===== config.mk =====
export PLATFORM = sky130hd
export DESIGN_NAME = otp_dp_ctrl
export DESIGN_NICKNAME = d
export VERILOG_FILES = /design/src/design/otp_dp_pkg.sv /design/src/design/otp_dp_ctrl.sv
export SDC_FILE = /design/constraint.sdc
export NUM_CORES = 1
export LEC_CHECK = 0
export BUFFER_PORTS_ARGS = -buffer_cell sky130_fd_sc_hd__buf_2
export CAP_MARGIN = 10
export CORE_UTILIZATION = 60
export DETAILED_ROUTE_END_ITERATION = 8
export PLACE_DENSITY_LB_ADDON = 0.25
export SYNTH_ARGS = -nofsm -noshare
export SYNTH_HDL_FRONTEND = slang
export SYNTH_SLANG_ARGS = --single-unit

===== constraint.sdc =====
create_clock -name clk -period 6.6 [get_ports clk]
set_input_delay 0.99 -clock clk [delete_from_list [all_inputs] [get_ports clk]]
set_output_delay 0.99 -clock clk [all_outputs]
set_load 0.02 [all_outputs]

===== src/design/otp_dp_pkg.sv =====
package otp_dp_pkg;

  // defaults for the top level parameters
  localparam int DEF_MAX_SYMBOLS = 16;
  localparam int DEF_MAX_LENGTH  = 32;

  // fixed field widths
  localparam int SYM_W     = 4;
  localparam int CFG_W     = 5;
  localparam int LEN_OUT_W = 6;

  localparam logic [CFG_W-1:0] NS_RESET = 5'd16;

  // request codes
  localparam logic REQ_TABLE = 1'b0;
  localparam logic REQ_SEQ   = 1'b1;

  // commands from the controller to the datapath
  typedef struct packed {
    logic tbl_wr;    // write operation table entry from input item
    logic seq_wr;    // append sequence symbol from input item
    logic tgt_ld;    // latch target symbol
    logic seq_rd;    // read sequence store
    logic leaf_wr;   // write leaf set of the symbol just read
    logic split_rd;  // read left and right sets of one split
    logic pair_en;   // one operand pair through the table
    logic acc_clr;   // clear the interval accumulator
    logic set_wr;    // write the accumulator to the interval store
    logic fin_rd;    // read the set of the whole sequence
  } cmd_t;

endpackage


===== src/design/otp_dp_ctrl.sv =====
module otp_dp_ctrl #(
  parameter int MAX_SYMBOLS = otp_dp_pkg::DEF_MAX_SYMBOLS,
  parameter int MAX_LENGTH  = otp_dp_pkg::DEF_MAX_LENGTH,
  localparam int SW = $clog2(MAX_SYMBOLS),
  localparam int LW = $clog2(MAX_LENGTH),
  localparam int CW = $clog2(MAX_LENGTH + 1)
) (
  input  logic                              clk,
  input  logic                              rst_n,
  input  logic                              start,
  input  logic                              in_req_type,
  input  logic                              in_seq_last,
  output logic                              busy,
  output logic                              out_valid,
  output logic [otp_dp_pkg::LEN_OUT_W-1:0]  out_seq_length,
  output otp_dp_pkg::cmd_t                  cmd,
  output logic [LW-1:0]                     seq_addr,
  output logic [LW-1:0]                     ra_row,
  output logic [LW-1:0]                     ra_col,
  output logic [LW-1:0]                     rb_row,
  output logic [LW-1:0]                     rb_col,
  output logic [LW-1:0]                     w_row,
  output logic [LW-1:0]                     w_col,
  output logic [SW-1:0]                     op_a,
  output logic [SW-1:0]                     op_b
);

  typedef enum logic [3:0] {
    IDLE, LEAF_RD, LEAF_WR, SPLIT_RD, PAIR, DRAIN, SET_WR, FIN_RD, FIN_OUT
  } state_t;

  state_t          state_r;
  logic [CW-1:0]   cnt_r;
  logic [CW-1:0]   len_r;
  logic [CW-1:0]   cnt_inc;
  logic [LW-1:0]   len_m1;
  logic [LW-1:0]   i_r;
  logic [LW-1:0]   j_r;
  logic [LW-1:0]   k_r;
  logic [2*SW-1:0] p_r;
  logic            acc_seq;

  assign busy      = (state_r != IDLE);
  assign acc_seq   = start && !busy && (in_req_type == otp_dp_pkg::REQ_SEQ);
  assign cnt_inc   = (32'(cnt_r) < MAX_LENGTH) ? cnt_r + CW'(1) : cnt_r;
  assign len_m1    = LW'(len_r - CW'(1));
  assign out_valid = (state_r == FIN_OUT);
  assign out_seq_length = otp_dp_pkg::LEN_OUT_W'(len_r);
  assign op_a      = p_r[2*SW-1:SW];
  assign op_b      = p_r[SW-1:0];

  // commands and addresses
  always_comb begin
    cmd          = '0;
    cmd.tbl_wr   = start && !busy && (in_req_type == otp_dp_pkg::REQ_TABLE);
    cmd.seq_wr   = acc_seq && (32'(cnt_r) < MAX_LENGTH);
    cmd.tgt_ld   = acc_seq && in_seq_last;
    cmd.seq_rd   = (state_r == LEAF_RD);
    cmd.leaf_wr  = (state_r == LEAF_WR);
    cmd.split_rd = (state_r == SPLIT_RD);
    cmd.acc_clr  = (state_r == SPLIT_RD) && (k_r == i_r);
    cmd.pair_en  = (state_r == PAIR);
    cmd.set_wr   = (state_r == SET_WR);
    cmd.fin_rd   = (state_r == FIN_RD);
    seq_addr     = (state_r == IDLE) ? LW'(cnt_r) : i_r;
    ra_row       = (state_r == FIN_RD) ? '0 : i_r;
    ra_col       = (state_r == FIN_RD) ? len_m1 : k_r;
    rb_row       = k_r + LW'(1);
    rb_col       = j_r;
    w_row        = i_r;
    w_col        = (state_r == LEAF_WR) ? i_r : j_r;
  end

  // sequencer over leaves, intervals, splits and operand pairs
  always_ff @(posedge clk) begin
    if (!rst_n) begin
      state_r <= IDLE;
      cnt_r   <= '0;
      len_r   <= '0;
      i_r     <= '0;
      j_r     <= '0;
      k_r     <= '0;
      p_r     <= '0;
    end else begin
      case (state_r)
        IDLE: begin
          if (acc_seq) begin
            if (in_seq_last) begin
              len_r   <= cnt_inc;
              cnt_r   <= '0;
              i_r     <= '0;
              state_r <= LEAF_RD;
            end else begin
              cnt_r <= cnt_inc;
            end
          end
        end
        LEAF_RD: begin
          state_r <= LEAF_WR;
        end
        LEAF_WR: begin
          if (i_r == len_m1) begin
            i_r <= '0;
            j_r <= LW'(1);
            k_r <= '0;
            state_r <= (len_m1 == '0) ? FIN_RD : SPLIT_RD;
          end else begin
            i_r     <= i_r + LW'(1);
            state_r <= LEAF_RD;
          end
        end
        SPLIT_RD: begin
          p_r     <= '0;
          state_r <= PAIR;
        end
        PAIR: begin
          p_r <= p_r + (2*SW)'(1);
          if (p_r == '1) begin
            state_r <= DRAIN;
          end
        end
        DRAIN: begin
          if (k_r + LW'(1) != j_r) begin
            k_r     <= k_r + LW'(1);
            state_r <= SPLIT_RD;
          end else begin
            state_r <= SET_WR;
          end
        end
        SET_WR: begin
          if (j_r == len_m1) begin
            if (i_r == '0) begin
              state_r <= FIN_RD;
            end else begin
              i_r     <= '0;
              k_r     <= '0;
              j_r     <= j_r - i_r + LW'(1);
              state_r <= SPLIT_RD;
            end
          end else begin
            i_r     <= i_r + LW'(1);
            k_r     <= i_r + LW'(1);
            j_r     <= j_r + LW'(1);
            state_r <= SPLIT_RD;
          end
        end
        FIN_RD: begin
          state_r <= FIN_OUT;
        end
        FIN_OUT: begin
          state_r <= IDLE;
        end
        default: begin
          state_r <= IDLE;
        end
      endcase
    end
  end

endmodule


# Yosys cells after proc, flatten, opt, wreduce, memory -nomap -nowiden
# Index checks and enable logic that the tools add are counted.
# totals
regBits	39
output_inout_bits	61
# classes
bitwise_logic	1
reduce_logical	21
mux	29
n_addsub	8
n_eq_ne	19
order_cmp	1
# ops
cell	n
2-to-1 mux 5 bit	14
one-hot mux 4 bit (8 select lines)	1
one-hot mux 5 bit (3 select lines)	2
adder 5 x 1 -> 5 bit (second input constant)	4
== test 4 x 3 -> 1 bit (second input constant)	4
2-to-1 mux 4 bit	4
one-hot mux 8 bit (2 select lines)	1
== test 5 bit	3
2-to-1 mux 3 bit	4
2-to-1 mux 6 bit	2
logical NOT 5 bit	2
one-hot mux 5 bit (2 select lines)	1
AND reduction 3 bit	3
adder 8 x 1 -> 8 bit (second input constant)	1
== test 4 x 2 -> 1 bit (second input constant)	2
== test 8 bit (second input constant)	1
AND reduction 4 bit	2
adder 6 x 1 -> 6 bit (second input constant)	1
logical AND 1 bit	6
less-than comparator 6 bit (second input constant)	1
inequality test 2 bit (second input constant)	3
nonzero test 3 bit	2
inequality test 5 bit	1
subtractor 5 x 1 -> 5 bit (second input constant)	1
11 further kinds	13

# Longest topological paths before layout
# depth
word_depth	6
depth_mapped	10
mapped_depth_nobuf	10

# Least setup slack after synthesis
# Ideal clock, no wire load.
# synth_timing
path_kind	register to output
startpoint	register state_r[2]
endpoint	output port cmd[9] in the netlist's numbering
stages_incl_launch_ff	6
path_slack_ns	3.804
arrival_ns	1.806
n_path_buf	2
cell_sequence	dfxtp_1 buf_2 nor4_4 clkbuf_1 inv_1 nor3b_1
# synth_lines
element	line_no	source
start: declaration	otp_dp_ctrl.sv:32	state_t state_r;
start signal: assignment	otp_dp_ctrl.sv:106	state_r <= (len_m1 == '0) ? FIN_RD : SPLIT_RD;
end: declaration	otp_dp_ctrl.sv:16	output otp_dp_pkg::cmd_t cmd,

==> results.sh <==
export IMPL_outcome="finished clean"
export IMPL_antenna_found_initial=0
export IMPL_setup_violations=0
export IMPL_final_nets=469
export IMPL_final_util_pct=70.3
export IMPL_whs_path_depth=1
export IMPL_h_tree_depth=2
export IMPL_syn_avg_cell_area_um2=8.01
export IMPL_finalCriticalPeriod_ns=3.39
export IMPL_finalHoldViolCount=0
export IMPL_critPathKind="flip-flop to primary output"
export IMPL_drive_gt1_share_pct=22.0
export IMPL_use_met3_pct=4.89
export IMPL_rows=26
export IMPL_die_w_um=75.4
export IMPL_cp_start_kind="flip-flop"
export IMPL_cts_setup_buffers=0
export IMPL_wl_um=8140
export IMPL_synth_warnings=0
export IMPL_cts_repair_resized=0
export IMPL_routedWlPerCell_um=15.7
export IMPL_power_density_nw_per_um2=139
export IMPL_clkLatencyLatePin_ns=0.30
export IMPL_required_ns=5.61
export IMPL_r2r_cells=9
export IMPL_synth_edf_count=0
export IMPL_ir_worst_vdd_mv=0.0932
export IMPL_min_from="p_r[3]"
export IMPL_critical_path_top_delay_family="simple AND/OR/NAND/NOR gates"
export IMPL_maxSlewViolCount=0
export IMPL_synth_cell_types=73
export IMPL_layout_setup_ws_ns=3.21
export IMPL_clk_pin_slew_worst_paths_ns=0.09
export IMPL_avgViaCountPerCell=5.93
export IMPL_syn_inst=403
export IMPL_max_freq_mhz=295
export IMPL_grt_pass1_vias=2649
export IMPL_die_h_um=75.4
export IMPL_timing_rr_end="rb_col[4]"
export IMPL_drc=0
export IMPL_place_ws_ns=3.54
export IMPL_hold_ws_ns=0.507
export IMPL_drv_cap=0
export IMPL_grt_pass1_wl_um=12700
export IMPL_critPathSlowestCell="nor4_4"
export IMPL_dp_cells=511
export IMPL_cts_hold_fix_buffers=0
export IMPL_numCtsBuffers=5
export IMPL_rrSetupSlack_ns=3.72
export IMPL_worst_setup_path_end_kind="primary output"
export IMPL_yosysSeqAreaShare_pct=24.2
export IMPL_critPathMaxFanout=18
export IMPL_synth_area_um2=3230
export IMPL_hpwl_um=5990
export IMPL_num_vias=3078
export IMPL_n_antenna_cell=0
export IMPL_coreArea_um2=5140
export IMPL_place_area_um2=3510
export IMPL_rsz0062_at_grt="false"
export IMPL_syn_nets=424
export IMPL_dr_pass1_iters=4
export IMPL_use_met2_pct=49.8
export IMPL_grt_start_max_net_pins=41
export IMPL_ys_flop_type="dfxtp_1"
export IMPL_slew_headroom_pct=43.6
export IMPL_ys_ff_latch=39
export IMPL_fin_worst_skew_ns=0.00816
export IMPL_worst_pin_slew_ns=0.845
export IMPL_reg2reg_from="w_row[2]"
export IMPL_slowest_delay_ns=0.63
export IMPL_min_period_over_period_pct=51.4
export IMPL_gr_usage_all_layers_pct=29.4
export IMPL_ant_nets=0
export IMPL_path_buf_inv=2
export IMPL_whs_endpoint="p_r[3]"
export IMPL_initial_utilization_pct=62.8
export IMPL_grt_busiest_layer="met2"
export IMPL_syn_to_final_growth_pct=11.9
export IMPL_gr_usage_met1_pct=38.2
export IMPL_portBuffers=65
export IMPL_hp_class="flip-flop to flip-flop"
export IMPL_power_static_leakage_nw=1.63
export IMPL_root_buffer="clkbuf_8"
export IMPL_critPathArrivalTime_ns=2.40
export IMPL_async_reset_ff_share_pct=0
export IMPL_io_pins=66
export IMPL_drt_iter0_markers=171
export IMPL_finalPower_mw=0.502
export IMPL_timing_setup_tns_ns=0
export IMPL_clk_path_buf_depth=2
export IMPL_tritoncts="done"
export IMPL_place_congestion=0.869
export IMPL_path_cells="nor4_4 > nand4_1 > clkinv_1 > buf_2"
export IMPL_overflow=0
export IMPL_cts_sinks=39
export IMPL_fin_area_um2=3610
export IMPL_dieArea_um2=5680
export IMPL_stdcell_count=519
[area by class of cell]
type	count	area [um2]
Sequential cell	39	781
Clock buffer	7	96.3
Inverter	26	97.6
Fill cell	451	1530
Timing Repair Buffer	65	325
Multi-Input combinational cell	311	2220
Tap cell	70	87.6
Clock inverter	1	7.51
[per-layer routing]
metal  up-vias  routed length, um  share of wire, %
met5         -                  0                 0
met4         0                123               1.5
met3        10                582               7.1
met2       134               3810                47
met1      1425               3620                45
li1       1509                  -                 -
[kinds of logic (layout without fill, tap and decap cells)]
group	count (synthesis)	count (layout)	share of synthesized area, %
XOR/XNOR	38	38	10.8
buffers and inverters	53	99	7.09
multiplexers	9	9	2.91
AND/OR/NAND/NOR	155	155	26.7
adder cells (fa/ha/maj)	16	16	6.43
flip-flops	39	39	24.2
AO/OA/AOI/OAI	93	93	21.9
[where the power goes]
part           leakage, nW  internal, mW  switching [mW]  total [mW]
clock network       0.0505        0.0952          0.0928       0.188
registers            0.315         0.238         0.00749       0.246
logic                 1.26        0.0268          0.0415      0.0683
total                 1.63         0.360           0.142       0.502
[layout by cell type (no fill, tap or decap), types with 6 or more instances in the layout]
cell type,n
nor2_1,20
nor2b_1,11
nand3_1,17
mux2i_1,6
xor2_1,13
inv_1,25
nand2_1,49
buf_2,65
nand2b_1,6
o21ai_0,21
a21oi_1,14
ha_1,15
and3_1,7
dfxtp_1,39
clkbuf_8,7
xnor2_1,24
and2_1,8
nor3_1,6
[cell usage after synthesis (3+ instances only)]
cell type	count	area share, %
nand2_1	49	5.7
dfxtp_1	39	24
inv_1	25	2.9
xnor2_1	24	6.5
o21ai_0	21	3.3
nor2_1	20	2.3
nand3_1	17	2.6
ha_1	15	5.8
a21oi_1	14	2.2
xor2_1	13	3.5
clkbuf_1	12	1.4
buf_2	11	1.7
nor2b_1	11	2.1
and2_1	8	1.5
and3_1	7	1.4
mux2i_1	6	1.9
nand2b_1	6	1.2
nor3_1	6	0.93
a21o_1	4	0.93
a31oi_1	4	0.77
nand4_1	4	0.77
o21a_1	4	0.93
o31ai_1	4	0.93
a211o_1	3	0.81
a211oi_1	3	0.70
a32oi_1	3	0.81
mux2_2	3	1.0
o211a_1	3	0.93
o211ai_1	3	0.70
o22ai_1	3	0.58
[registers in the layout, summed over array words and instances, names as in the netlist]
signal	count
k_r	5
rb_col	5
p_r	8
state_r	4
w_row	5
out_seq_length	6
cnt_r	6
[worst max path at each step]
stage          startpoint  endpoint  depth (start not counted)
2_1_floorplan  state_r[2]    cmd[9]                          5
5_1_grt        state_r[2]    cmd[7]                          4
3_3_place_gp   state_r[2]    cmd[7]                          4
3_5_place_dp   state_r[2]    cmd[7]                          4
4_1_cts        state_r[2]    cmd[7]                          4
6_report       state_r[2]    cmd[7]                          4
No activity file was read; power rests on OpenSTA's default activity.
